**src/sv/xcfr_pkg.sv**
```systemverilog
`timescale 1ns / 1ps

package xcfr_pkg;

    localparam int FRAME_BYTES = 8;
    localparam int FILL_W      = $clog2(FRAME_BYTES + 1);
    localparam int POS_W       = $clog2(FRAME_BYTES);

    localparam int IDX_POS       = 2;
    localparam int DUTY_HI_POS   = 3;
    localparam int DUTY_LO_POS   = 4;
    localparam int FREQ_HI_POS   = 5;
    localparam int FREQ_LO_POS   = 6;
    localparam int KEY_POS       = 6;

    typedef enum logic [1:0] {
        CFG_HEADER_FIRST  = 2'd0,
        CFG_HEADER_SECOND = 2'd1,
        CFG_KEY_CODE      = 2'd2,
        CFG_BEEP_CODE     = 2'd3
    } t_cfg_idx;

    typedef enum logic [1:0] {
        KIND_KEY   = 2'd0,
        KIND_BEEP  = 2'd1,
        KIND_OTHER = 2'd2
    } t_frame_kind;

    localparam logic [7:0] BEEP_CODE_RESET = 8'h04;

    localparam logic [7:0] KEY_NONE       = 8'h00;
    localparam logic [7:0] KEY_PRESS_LO   = 8'h01;
    localparam logic [7:0] KEY_PRESS_HI   = 8'h06;
    localparam logic [7:0] KEY_RELEASE_LO = 8'h0A;
    localparam logic [7:0] KEY_RELEASE_HI = 8'h0F;

    localparam logic signed [3:0] KEY_UNKNOWN = 4'sb1111;

endpackage

```
**src/sv/xor_checked_frame_receiver_unit.sv**
```systemverilog
`timescale 1ns / 1ps
// Frame receiver with two-byte header sync and XOR check.
// Input channel: i_rx_valid / o_rx_ready carry one received byte per request.
// Output channel: o_res_valid / i_res_ready carry one decoded frame per request:
// kind, index byte, key report fields and beep state fields.
// Configuration: i_cfg_we writes i_cfg_data to the register at i_cfg_idx
// (header bytes, key report code, beep state code), used from the next cycle on.
// Throughput: one byte per cycle while o_rx_ready is high. Each byte is
// appended, and on a full window the header search, XOR check and decode
// all complete in that same cycle, and the frame is output in the next cycle.
// Stall: bytes that cannot complete a window are taken even while a frame
// waits in the output register; the byte that would fill the window waits
// until the output register is free or is being emptied.
// Reset: window emptied, output invalid, headers and key code 0, beep code 4.
module xor_checked_frame_receiver_unit (
    input  logic                i_clk,
    input  logic                i_rst_n,
    input  logic                i_cfg_we,
    input  logic [1:0]          i_cfg_idx,
    input  logic [7:0]          i_cfg_data,
    input  logic                i_rx_valid,
    output logic                o_rx_ready,
    input  logic [7:0]          i_rx_byte,
    output logic                o_res_valid,
    input  logic                i_res_ready,
    output logic [1:0]          o_frame_kind,
    output logic [7:0]          o_index_byte,
    output logic [7:0]          o_key_raw,
    output logic signed [3:0]   o_key_number,
    output logic                o_key_down,
    output logic [15:0]         o_beep_duty,
    output logic [15:0]         o_beep_frequency
);

    localparam int F = xcfr_pkg::FRAME_BYTES;

    logic [7:0] r_hdr_first;
    logic [7:0] r_hdr_second;
    logic [7:0] r_key_code;
    logic [7:0] r_beep_code;

    logic [7:0]                  r_win [F];
    logic [7:0]                  n_win [F];
    logic [xcfr_pkg::FILL_W-1:0] r_fill;
    logic [xcfr_pkg::FILL_W-1:0] n_fill;

    logic [7:0]                  w [F];
    logic [7:0]                  shifted [F];
    logic                        last_byte;
    logic                        accept;
    logic                        found;
    logic [xcfr_pkg::POS_W-1:0]  pos;
    logic [xcfr_pkg::POS_W-1:0]  sh;
    logic [7:0]                  sum;
    logic                        emit;

    logic                        r_res_valid;
    logic [1:0]                  r_kind;
    logic [7:0]                  r_index;
    logic [7:0]                  r_key_raw;
    logic signed [3:0]           r_key_num;
    logic                        r_key_down;
    logic [15:0]                 r_duty;
    logic [15:0]                 r_freq;

    logic [1:0]                  n_kind;
    logic [7:0]                  n_key_raw;
    logic signed [3:0]           n_key_num;
    logic                        n_key_down;
    logic [15:0]                 n_duty;
    logic [15:0]                 n_freq;

    assign last_byte  = (r_fill == xcfr_pkg::FILL_W'(F - 1));
    assign o_rx_ready = !last_byte || !r_res_valid || i_res_ready;
    assign accept     = i_rx_valid && o_rx_ready;

    always_ff @(posedge i_clk) begin
        if (!i_rst_n) begin
            r_hdr_first  <= '0;
            r_hdr_second <= '0;
            r_key_code   <= '0;
            r_beep_code  <= xcfr_pkg::BEEP_CODE_RESET;
        end else if (i_cfg_we) begin
            unique case (xcfr_pkg::t_cfg_idx'(i_cfg_idx))
                xcfr_pkg::CFG_HEADER_FIRST:  r_hdr_first  <= i_cfg_data;
                xcfr_pkg::CFG_HEADER_SECOND: r_hdr_second <= i_cfg_data;
                xcfr_pkg::CFG_KEY_CODE:      r_key_code   <= i_cfg_data;
                xcfr_pkg::CFG_BEEP_CODE:     r_beep_code  <= i_cfg_data;
                default: ;
            endcase
        end
    end

    // append, search, check, realign
    always_comb begin
        for (int j = 0; j < F; j++) begin
            w[j] = (r_fill[xcfr_pkg::POS_W-1:0] == xcfr_pkg::POS_W'(j)) ? i_rx_byte : r_win[j];
        end

        found = 1'b0;
        pos   = '0;
        for (int i = F - 2; i >= 0; i--) begin
            if (w[i] == r_hdr_first && w[i + 1] == r_hdr_second) begin
                found = 1'b1;
                pos   = xcfr_pkg::POS_W'(i);
            end
        end

        sum = '0;
        for (int i = 0; i < F - 1; i++) begin
            sum = sum ^ w[i];
        end

        sh = (pos == '0) ? xcfr_pkg::POS_W'(1) : pos;
        for (int j = 0; j < F; j++) begin
            shifted[j] = w[j];
            for (int k = 1; k < F; k++) begin
                if (sh == xcfr_pkg::POS_W'(k) && j + k < F) begin
                    shifted[j] = w[j + k];
                end
            end
        end

        emit   = 1'b0;
        n_win  = r_win;
        n_fill = r_fill;
        if (accept) begin
            if (!last_byte) begin
                n_win  = w;
                n_fill = r_fill + xcfr_pkg::FILL_W'(1);
            end else if (!found) begin
                n_fill = '0;
            end else if (pos != '0 || sum != w[F - 1]) begin
                n_win  = shifted;
                n_fill = xcfr_pkg::FILL_W'(F) - xcfr_pkg::FILL_W'(sh);
            end else begin
                emit   = 1'b1;
                n_fill = '0;
            end
        end
    end

    // decode
    always_comb begin
        logic [7:0] raw;
        raw        = w[xcfr_pkg::KEY_POS];
        n_kind     = xcfr_pkg::KIND_OTHER;
        n_key_raw  = '0;
        n_key_num  = '0;
        n_key_down = 1'b0;
        n_duty     = '0;
        n_freq     = '0;
        if (w[xcfr_pkg::IDX_POS] == r_key_code) begin
            n_kind    = xcfr_pkg::KIND_KEY;
            n_key_raw = raw;
            if (raw >= xcfr_pkg::KEY_PRESS_LO && raw <= xcfr_pkg::KEY_PRESS_HI) begin
                n_key_num  = 4'(raw - xcfr_pkg::KEY_PRESS_LO);
                n_key_down = 1'b1;
            end else if (raw >= xcfr_pkg::KEY_RELEASE_LO && raw <= xcfr_pkg::KEY_RELEASE_HI) begin
                n_key_num  = 4'(raw - xcfr_pkg::KEY_RELEASE_LO);
                n_key_down = 1'b0;
            end else begin
                n_key_num  = xcfr_pkg::KEY_UNKNOWN;
                n_key_down = (raw > xcfr_pkg::KEY_NONE) && (raw < xcfr_pkg::KEY_RELEASE_LO);
            end
        end else if (w[xcfr_pkg::IDX_POS] == r_beep_code) begin
            n_kind = xcfr_pkg::KIND_BEEP;
            n_duty = {w[xcfr_pkg::DUTY_HI_POS], w[xcfr_pkg::DUTY_LO_POS]};
            n_freq = {w[xcfr_pkg::FREQ_HI_POS], w[xcfr_pkg::FREQ_LO_POS]};
        end
    end

    always_ff @(posedge i_clk) begin
        if (!i_rst_n) begin
            r_fill      <= '0;
            r_res_valid <= 1'b0;
        end else begin
            r_fill <= n_fill;
            if (emit) begin
                r_res_valid <= 1'b1;
            end else if (i_res_ready) begin
                r_res_valid <= 1'b0;
            end
        end
    end

    always_ff @(posedge i_clk) begin
        r_win <= n_win;
        if (emit) begin
            r_kind     <= n_kind;
            r_index    <= w[xcfr_pkg::IDX_POS];
            r_key_raw  <= n_key_raw;
            r_key_num  <= n_key_num;
            r_key_down <= n_key_down;
            r_duty     <= n_duty;
            r_freq     <= n_freq;
        end
    end

    assign o_res_valid      = r_res_valid;
    assign o_frame_kind     = r_kind;
    assign o_index_byte     = r_index;
    assign o_key_raw        = r_key_raw;
    assign o_key_number     = r_key_num;
    assign o_key_down       = r_key_down;
    assign o_beep_duty      = r_duty;
    assign o_beep_frequency = r_freq;

endmodule

```
**config.mk**
```make
export PLATFORM = sky130hd
export DESIGN_NAME = xor_checked_frame_receiver_unit
export DESIGN_NICKNAME = d
export VERILOG_FILES = /design/src/sv/xcfr_pkg.sv /design/src/sv/xor_checked_frame_receiver_unit.sv
export SDC_FILE = /design/constraint.sdc
export NUM_CORES = 1
export LEC_CHECK = 0
export ABC_AREA = 1
export BUFFER_PORTS_ARGS = -buffer_cell sky130_fd_sc_hd__buf_2
export CAP_MARGIN = 25
export CORE_ASPECT_RATIO = 0.5
export CORE_UTILIZATION = 30
export CTS_CLUSTER_SIZE = 12
export DETAILED_ROUTE_END_ITERATION = 6
export GPL_ROUTABILITY_DRIVEN = 0
export HOLD_SLACK_MARGIN = 0.02
export PLACE_DENSITY = 0.43
export SLEW_MARGIN = 20
export SYNTH_ARGS = -nofsm -noshare
export SYNTH_HDL_FRONTEND = slang
export SYNTH_SLANG_ARGS = --single-unit
```
**constraint.sdc**
```tcl
create_clock -name i_clk -period 11.16 [get_ports i_clk]
set_clock_uncertainty 0.05 [all_clocks]
set_input_delay 0 -clock i_clk [delete_from_list [all_inputs] [get_ports i_clk]]
set_output_delay 0 -clock i_clk [all_outputs]
set_load 0.005 [all_outputs]
```
Yosys cells after proc, flatten, opt, wreduce, memory -nomap -nowiden
Index checks and enable logic that the tools add are counted.
- flip-flop bits (word level): 156
- input bits: 23
- output and inout port bits: 57
- logic and storage cells: 170
- add/sub/neg operators: 4
- order comparisons: 6
- equality and inequality tests: 37
- mux-type cells: 68
- bitwise gates (word level): 7
- reductions and logical operators: 27
- operators by type and width (kind ; number):
    two-way mux 8 bit ; 36
    two-way mux 64 bit ; 3
    == test 8 bit ; 16
    XOR 8 bit ; 6
    == test 3 bit, second input constant ; 8
    two-way mux 3 bit ; 8
    two-way mux 4 bit ; 5
    two-way mux 1 bit ; 15
    == test 3 x 2 -> 1 bit, second input constant ; 4
    logical AND 1 bit ; 11
    >= comparator 8 x 1 -> 1 bit, second input constant ; 1
    >= comparator 8 x 4 -> 1 bit, second input constant ; 1
    > comparator 8 x 1 -> 1 bit, second input constant ; 1
    less-or-equal comparator 8 x 3 -> 1 bit, second input constant ; 1
    less-or-equal comparator 8 x 4 -> 1 bit, second input constant ; 1
    less-than comparator 8 x 4 -> 1 bit, second input constant ; 1
    inequality test 8 bit ; 1
    AND reduction 2 bit ; 4
    == test 3 x 1 -> 1 bit, second input constant ; 2
    logical NOT 3 bit ; 2
    adder 4 x 1 -> 4 bit, second input constant ; 1
    == test 2 bit, second input constant ; 2
    == test 4 x 3 -> 1 bit, second input constant ; 1
    inequality test 2 x 1 -> 1 bit, second input constant ; 2
    13 further kinds ; 16

Logic depth before layout (Yosys ltp)
Gate-level depths: netlist (run 1).
- depth after elaboration: 24
- mapped depth: 37
- depth with buffers taken out: 30

Least setup slack after synthesis (run 1)
Ideal clock, no wire load.
- path kind: register -> register
- start point: register r_fill[2] (netlist bit)
- end point: register r_win[0] (netlist bit), enable pin
- setup time: 0.507 ns
- arrival: 5.813 ns
- data required time: 10.603 ns
- setup slack: 4.789 ns
- cell stages (with the launch flop): 25
- path buffers: 5
- period minus slack after synthesis: 6.371 ns
- cell sequence: dfxtp_1 inv_2 buf_2 buf_2 ha_1 buf_2 inv_2 nand2_1 nand2_1 inv_1 nand2_1 nand2_1 nand2_1 inv_1 nand2_1 nor2_1 nand2_1 nand2_1 nor2_2 nand2_4 buf_6 buf_2 nand4_1 nand2_1 a21oi_1
- cells in the longest elaborated chain, start to end: 15
- elaborated cells between the ends (all ways): 68
- classes of those cells: eq/ne (25); mux (22); bitwise (6); reduce/logical (15)
- ends and longest elaborated chain (item ; RTL line ; source):
    start, declared ; xor_checked_frame_receiver_unit.sv:44 ; logic [xcfr_pkg::FILL_W-1:0] r_fill;
    start signal, assigned ; xor_checked_frame_receiver_unit.sv:178 ; r_fill <= n_fill;
    == test 3 bit ; xor_checked_frame_receiver_unit.sv:97 ; w[j] = (r_fill[xcfr_pkg::POS_W-1:0] == xcfr_pkg::POS_W'(j)) ? i_rx_byte : r_win[j];
    two-way mux 8 bit ; xor_checked_frame_receiver_unit.sv:97 ;
    == test 8 bit ; xor_checked_frame_receiver_unit.sv:103 ; if (w[i] == r_hdr_first && w[i + 1] == r_hdr_second) begin
    logical AND 1 bit ; xor_checked_frame_receiver_unit.sv:103 ;
    two-way mux 3 bit (7 in series) ; xor_checked_frame_receiver_unit.sv:103 ;
    nonzero test 3 bit ; xor_checked_frame_receiver_unit.sv:133 ; end else if (pos != '0 || sum != w[F - 1]) begin
    logical OR 1 bit ; xor_checked_frame_receiver_unit.sv:133 ;
    inequality test 2 x 1 -> 1 bit (no source line) ; -- ;
    AND reduction 3 bit (no source line) (*) ; -- ;
    end signal, assigned ; xor_checked_frame_receiver_unit.sv:188 ; r_win <= n_win;
    end, declared ; xor_checked_frame_receiver_unit.sv:42 ; logic [7:0] r_win [F];
Every way passes the cells marked *; elsewhere a longest branch is shown, timed or not.
A chain may end at the register's enable or synchronous reset.

Final worst setup path (run 1)
- start point: register r_fill[1] (netlist bit)
- end point: register r_win[47] (netlist bit) (data pin)
- cells in the longest elaborated chain, start to end: 22
- elaborated cells between the ends (all ways): 60
- classes of those cells: eq/ne (27); mux (24); reduce/logical (9)
- ends and longest elaborated chain (item ; RTL line ; source):
    == test 3 bit ; xor_checked_frame_receiver_unit.sv:97 ;
    two-way mux 8 bit ; xor_checked_frame_receiver_unit.sv:97 ;
    == test 8 bit ; xor_checked_frame_receiver_unit.sv:103 ;
    logical AND 1 bit ; xor_checked_frame_receiver_unit.sv:103 ;
    two-way mux 3 bit (7 in series) ; xor_checked_frame_receiver_unit.sv:103 ;
    logical NOT 3 bit ; xor_checked_frame_receiver_unit.sv:114 ; sh = (pos == '0) ? xcfr_pkg::POS_W'(1) : pos;
    two-way mux 3 bit ; xor_checked_frame_receiver_unit.sv:114 ;
    == test 3 x 1 -> 1 bit ; -- ;
    two-way mux 8 bit (5 in series) ; xor_checked_frame_receiver_unit.sv:118 ; if (sh == xcfr_pkg::POS_W'(k) && j + k < F) begin
    two-way mux 64 bit ; xor_checked_frame_receiver_unit.sv:133 ;
    two-way mux 64 bit ; xor_checked_frame_receiver_unit.sv:131 ; end else if (!found) begin
    two-way mux 64 bit (*) ; xor_checked_frame_receiver_unit.sv:128 ; if (!last_byte) begin
Every way passes the cells marked *; elsewhere a longest branch is shown, timed or not. The select of a mux whose other input is x is not followed.

==> metrics, run 1 <==
placed cells 2,518; Crit path largest cell delay 1000 ps; Post-Synthesis Cells 1,957; largest net degree at the start of global routing 65; initial DRC count about 1.6k; clk buf depth 2; Synth Register Bits between 150 and 200; CTS tree built; via count of the first global-routing pass approximately 12k; Synth cell types 39; Worst setup SP type flip-flop; post-cts resize count 0; drc violations 0; FILL cells 4,560; Post-Route WL 58,350 um; vias 13.30k; CTS root buf clkbuf_16; Post-Syn Area 12,680 sq um; Final ANT Viol Nets 0; max-cap violations 0; worst min path class input port to flip-flop; PD cells between 100 and 150 nW/um^2; GR Util All Layers 27.35%; grt total ovfl 0; Buf+Inv Stages, Crit Path 2; CP Cell Sequence inv_1, ha_1, nand2_2, o21ai_2, nand2_1, nand2_1, nor2_1, nand2_1, nor2_1, nand2_1, nand3_2, nand2_4, nand2_1, nand2_1, ha_1, nand2_4, inv_1, o21ai_0, o21bai_1, nand3_1, nand2_1, nand2_1, o21ai_1; core area 41,050 sq um; Post-Layout Cell Count 2,568; CTS HTree Levels 4; WL/cell 22.72 um; Die Span Y 147.4 um; Final Hold Vio Count 0; family with the most delay on the worst path simple AND/OR/NAND/NOR gates; row count 52; initial antenna violation count 2; DR pass1 iterations 5; Final Critical Period 7203 ps; area post-placement 13,460 sq um; outcome finished clean; PortBufs 79; Setup violations, final 0; Initial Util 30.88%; Worst VDD drop 0.1120 mV; final instance area 14,220 sq um; max-slew violation count 0; Clock Sinks 156; layout cells sized above 1 9.550%; RSZ-0062 raised after global routing no; Worst Path Required 11,420 ps; Max Clk Rate 138.8 MHz; Tcrit/Tclk final 64.55%; syn nets around 2k; critical path's slowest cell inv_1; Critical Path AT 7470 ps; cell leakage power 6.789 nW; P&R area growth vs syn 12.17%; setup TNS 0 ps; sequential share of the synthesized area 34.03%; Detail Placement HPWL 40,670 um; footprint of the multi-input gates between 7000 and 8000 sq um; CP Capture Type flip-flop; Setup CP Type flip-flop to flip-flop; most frequent cell on the critical path nand2_1; Slew headroom 30.61%; Die X approximately 300 um; vias per cell slightly above 5; Worst Tran Pin Value about 1000 ps; FF+latch area between 4000 and 5000 sq um; fin nets 2,029; mean cell area of the mapped netlist 6.477 sq um; CTS Buf Count 17; first-pass GRT wire length 84,640 um; post-CTS setup buffers 0; crit path max fanout 60; die area around 43,000 sq um; worst-skew pair later-pin latency 480 ps; I/O pin count 80; Synth warnings 0; clock slew at reported path FFs roughly 70 ps
## state kept, by name, summed over array words and instances, names as in the netlist, 4 cells and up
register and flops:
o_beep_duty 16, o_beep_frequency 16, o_index_byte 8, o_key_number 4, o_key_raw 8, r_beep_code 8, r_fill 4, r_hdr_first 8
r_hdr_second 8, r_key_code 8, r_win 64
## through the flow
stage	setup slack [ps]	hold WS [ps]	total power [mW]	utilization [%]
floorplan	4789	71.51	1.030	-
global placement	4190	236.6	1.217	32.74
detailed placement	4202	243.8	1.213	32.78
CTS	4172	94.81	1.833	34.56
global route	3551	150.8	1.922	34.63
finish	3957	116.6	1.837	34.63
## cells in the final DEF, fill, tap and decap left out, types with 3 or more instances in the layout
master and n:
inv_2 13, dfxtp_1 37, dlygate4sd3_1 16, nand2_1 677
clkinv_2 3, nor2_1 151, o21bai_1 9, xnor2_1 29
edfxtp_1 119, nor4_1 3, o211ai_1 6, a21oi_1 90
inv_6 3, nor3_1 4, ha_1 19, o21ai_1 44
a211oi_1 4, nand3_1 168, xor2_1 47, inv_1 202
buf_4 27, clkinv_1 6, nand2_2 12, o21ai_2 23
clkbuf_16 17, buf_2 79, o21ai_0 148, o221ai_1 8
nand4_1 6, a31oi_1 9
## Yosys cell counts
cell type  count  share of area [%]
a211oi_1       4               0.24
o21a_1         1              0.059
a31oi_1        9               0.44
nor2_1       151                4.5
xor2_1        47                3.2
buf_6          7               0.62
a221oi_1       2               0.14
inv_2         11               0.33
clkinv_1       2              0.059
xnor2_1       29                2.0
o21bai_1       9               0.53
a21boi_0       2               0.12
o22ai_1        1              0.049
nor3_1         4               0.16
nand3_2        1              0.079
a22oi_1        1              0.059
nand2_1      677                 20
nand3_1      168                6.6
o211ai_1       6               0.36
clkbuf_1      48                1.4
buf_1          3              0.089
buf_4          4               0.24
nand2_4        2               0.18
nor2_2         1              0.049
buf_2         51                2.0
nor4_1         3               0.15
inv_4          1              0.049
inv_1        204                6.0
nand4_1        6               0.30
o21ai_0      148                5.8
nand2_2       12               0.59
or2_2          1              0.049
ha_1          19                1.9
dfxtp_1       37                5.8
a21oi_1       91                3.6
edfxtp_1     119                 28
o221ai_1       8               0.55
o21ai_1       45                1.8
o21ai_2       22                1.5
## cells by family (layout without fill, tap and decap cells)
group	Yosys count	in the layout	share of synthesized area, %
XOR/XNOR	76	76	5.251
adder cells (fa/ha/maj)	19	19	1.875
flip-flops	156	156	34.03
buffers and inverters	331	374	10.86
AO/OA/AOI/OAI	349	349	15.28
other	0	1	0
AND/OR/NAND/NOR	1026	1026	32.70
## layout make-up
| class | instances | area share [%] |
|---|---|---|
| Inverter | 218 | 5.773 |
| Multi-Input combinational cell | 1470 | 49.23 |
| Tap cell | 567 | 4.989 |
| Clock inverter | 15 | 1.021 |
| Clock buffer | 17 | 2.992 |
| Sequential cell | 156 | 30.34 |
| Timing Repair Buffer | 124 | 5.632 |
| Antenna cell | 1 | 0.01760 |
## routing by layer
layer / up-vias / GRT usage, % / part of all wire [%]
li1: 6371 / - / -
met1: 6227 / 40.17 / 47
met2: 631 / 37.40 / 39
met3: 71 / 8.608 / 11
met4: 0 / 8.377 / 2.5
met5: - / 0 / 0
## report_power, final
part | switching, mW | internal, mW
logic | 0.381 | 0.159
registers | 0.0221 | 0.659
clock network | 0.287 | 0.329
total | 0.690 | 1.15
## tightest hold or removal path, cell delays in order
cell and delay, ps:
buf_2 230, o21ai_2 170, nor2_1 120
## worst paths after layout
check | start | to | slack (ps) | depth (start not counted)
worst max register to register | r_fill[1]$_SDFFE_PN0P_ | r_win[47]$_DFFE_PP_ | 3960 | 23
worst max-delay path | r_fill[1]$_SDFFE_PN0P_ | r_win[47]$_DFFE_PP_ | 3960 | 23
worst min register to register | r_key_code[5]$_SDFFE_PN0P_ | r_key_code[5]$_SDFFE_PN0P_ | 410 | 2
worst min-delay path | i_rx_byte[1] | o_beep_duty[1]$_SDFFCE_PP0P_ | 120 | 3
## timing repair
item,CTS,global route
endpoints found under the setup margin,0,0
endpoints found under the hold margin,34,0
hold buffers,16,0
(Power assumes the default switching activity.)
==> inputs of run 2 (changes only) <==
==> constraint.sdc (replaced) <==
create_clock -name i_clk -period 7.5 [get_ports i_clk]
set_clock_uncertainty 0.05 [all_clocks]
set_input_delay 0 -clock i_clk [delete_from_list [all_inputs] [get_ports i_clk]]
set_output_delay 0 -clock i_clk [all_outputs]
set_load 0.005 [all_outputs]
==> run 2 against run 1 <==
Critical path depth up 4. Count of clock-buffer cells in the layout unchanged. Clock power up 54%. Register-to-register slack worse by 2400 ps. Wire length up 1.6%. Largest cell class unchanged.
==> metrics, run 2 (synthesized netlist as in run 1, its figures left out) <==
outcome finished clean; FF+latch area 4314 sq um (unchanged); overall power 2.775 mW (+51%); Final ANT Viol Nets 0 (unchanged); Post-Layout Cell Count 2,590 (+0.86%); Crit path largest cell delay 560 ps (-440 ps); max reg flops 64 (unchanged); WL/cell 22.88 um (+0.69%); fin nets 2,051 (+1.1%); Final Critical Period 5982 ps (-1221 ps); Clock Sinks 156 (unchanged); dpl ws 1722 ps (-2480 ps); flop2flop setup slack 1520 ps (-2440 ps); busiest grt layer met1; met2 GRT Util 38.97% (+1.6 points); FILL cells 4,543 (-0.37%); met3 Use GR 4.781% (-3.8 points); Slew headroom 27.51% (-3.1 points); via count of the first global-routing pass 12.28k (+0.81%); grt total ovfl 0 (unchanged); core area 41,050 sq um (unchanged); clk buf depth 2 (unchanged); placed cells 2,539 (+0.83%); largest net degree at the start of global routing 49 (-25%); Critical Path AT 6150 ps (-1320 ps); cell leakage power 6.901 nW (+1.6%); most frequent cell on the critical path nand2_1; critical path's slowest cell ha_1; initial DRC count 1,746 (+10%); setup TNS 0 ps (unchanged); layout cells sized above 1 10.53% (+0.98 points); post-CTS setup buffers 0 (unchanged); max-cap violations 0 (unchanged); initial antenna violation count 3 (+1); DR pass1 iterations 6 (+1); GR Util All Layers 27.63% (+0.29 points); post-cts resize count 0 (unchanged); die area 43,130 sq um (unchanged); Initial Util 30.88% (unchanged); clock slew at reported path FFs 80 ps (about the same); CTS Buf Count 17 (unchanged); Worst Tran Pin Value 1087 ps (+47.73 ps); CTS HTree Levels 4 (unchanged); Tcrit/Tclk final 79.76% (+15 points); Setup CP Type flip-flop to flip-flop; worst min path class input port to flip-flop; CTS root buf clkbuf_16; drc violations 0 (unchanged); Max Clk Rate 167.2 MHz (+20%); Post-CTS Hold Buffers 18 (+2); Post-Route WL 59,260 um (+1.6%); Worst Path Required 7670 ps (-3750 ps); Detail Placement HPWL 42,070 um (+3.4%); CTS tree built; vias 13.60k (+2.3%); PD cells 192.8 nW/um^2 (+49%); Die Span Y 147.4 um (unchanged); GR Util met1 42.45% (+2.3 points); Worst setup SP type flip-flop; Worst Slack Setup Final 1518 ps (-2439 ps); PortBufs 79 (unchanged); Worst VDD drop 0.1422 mV (+27%); footprint of the multi-input gates 6997 sq um (about the same); first-pass GRT wire length 85,880 um (+1.5%); crit path max fanout 43 (-28%); most frequent cells in the layout 677 x nand2_1, 202 x inv_1, 168 x nand3_1; worst-skew pair later-pin latency 490 ps (about the same); max-slew violation count 0 (unchanged); Final Hold Vio Count 0 (unchanged); vias per cell 5.252 (+1.4%); Largest Register r_win; commonest non-fill, non-tap cell in the layout nand2_1; P&R area growth vs syn 13.51%; RSZ-0062 raised after global routing no; CP Capture Type flip-flop; Die X 292.7 um (unchanged); I/O pin count 80 (unchanged); Setup violations, final 0 (unchanged); row count 52 (unchanged)
[run 2: cell count changes in the layout (fill, tap and decap cells not counted), moves of 2 or more]
cell and change:
buf_4 +22, clkinv_1 -3, dlygate4sd3_1 +2, inv_6 +2, inv_8 +2
[run 2: power breakdown]
part           switching, mW  internal [mW]  leakage [nW]  total (mW)
logic                  0.569          0.242          5.06       0.810
registers             0.0329          0.980          1.55        1.01
clock network          0.448          0.503         0.299       0.951
[run 2: critical path: cells and delay by family (launching register included)]
family                   cells  cell delay [ps]
buffers and inverters        3             1060
flip-flops                   1              400
AND/OR/NAND/NOR             21             2900
adder cells (fa/ha/maj)      2              840
AO/OA/AOI/OAI                1              440
[run 2: routing by layer]
layer	wire length, um	vias to the layer above
met1	28890	6420
met5	0	-
li1	-	6408
met4	1243	0
met3	5602	74
met2	23520	701
[run 2: path summary, 6_finish.rpt]
kind                            cells after the start                       start                     endpoint
worst max-delay path                               27      r_fill[0]$_SDFFE_PN0P_          r_win[49]$_DFFE_PP_
worst min-delay path                                5                i_cfg_idx[1]  r_beep_code[3]$_SDFFE_PN0P_
worst max register to register                     27      r_fill[0]$_SDFFE_PN0P_          r_win[49]$_DFFE_PP_
worst min register to register                      2  r_key_code[0]$_SDFFE_PN0P_   r_key_code[0]$_SDFFE_PN0P_
[run 2: per-stage QoR]
stage	cell area [sq um]	hold slack [ps]	utilization [%]
after floorplan	12680	71.51	-
after global placement	13600	236.2	33.14
after detailed placement	13600	241.5	33.14
after CTS	14390	142.7	35.04
after global routing	14390	189.7	35.05
final	14390	175.6	35.05
[run 2: layout make-up]
class,instances,share of cell area (%)
multi-input cells,1470,48.63
repair buffers,146,6.557
well taps,567,4.930
diodes,1,0.01739
flip-flops and latches,156,29.98
clock inverters,15,1.226
inverters,218,5.704
clock buffers,17,2.957
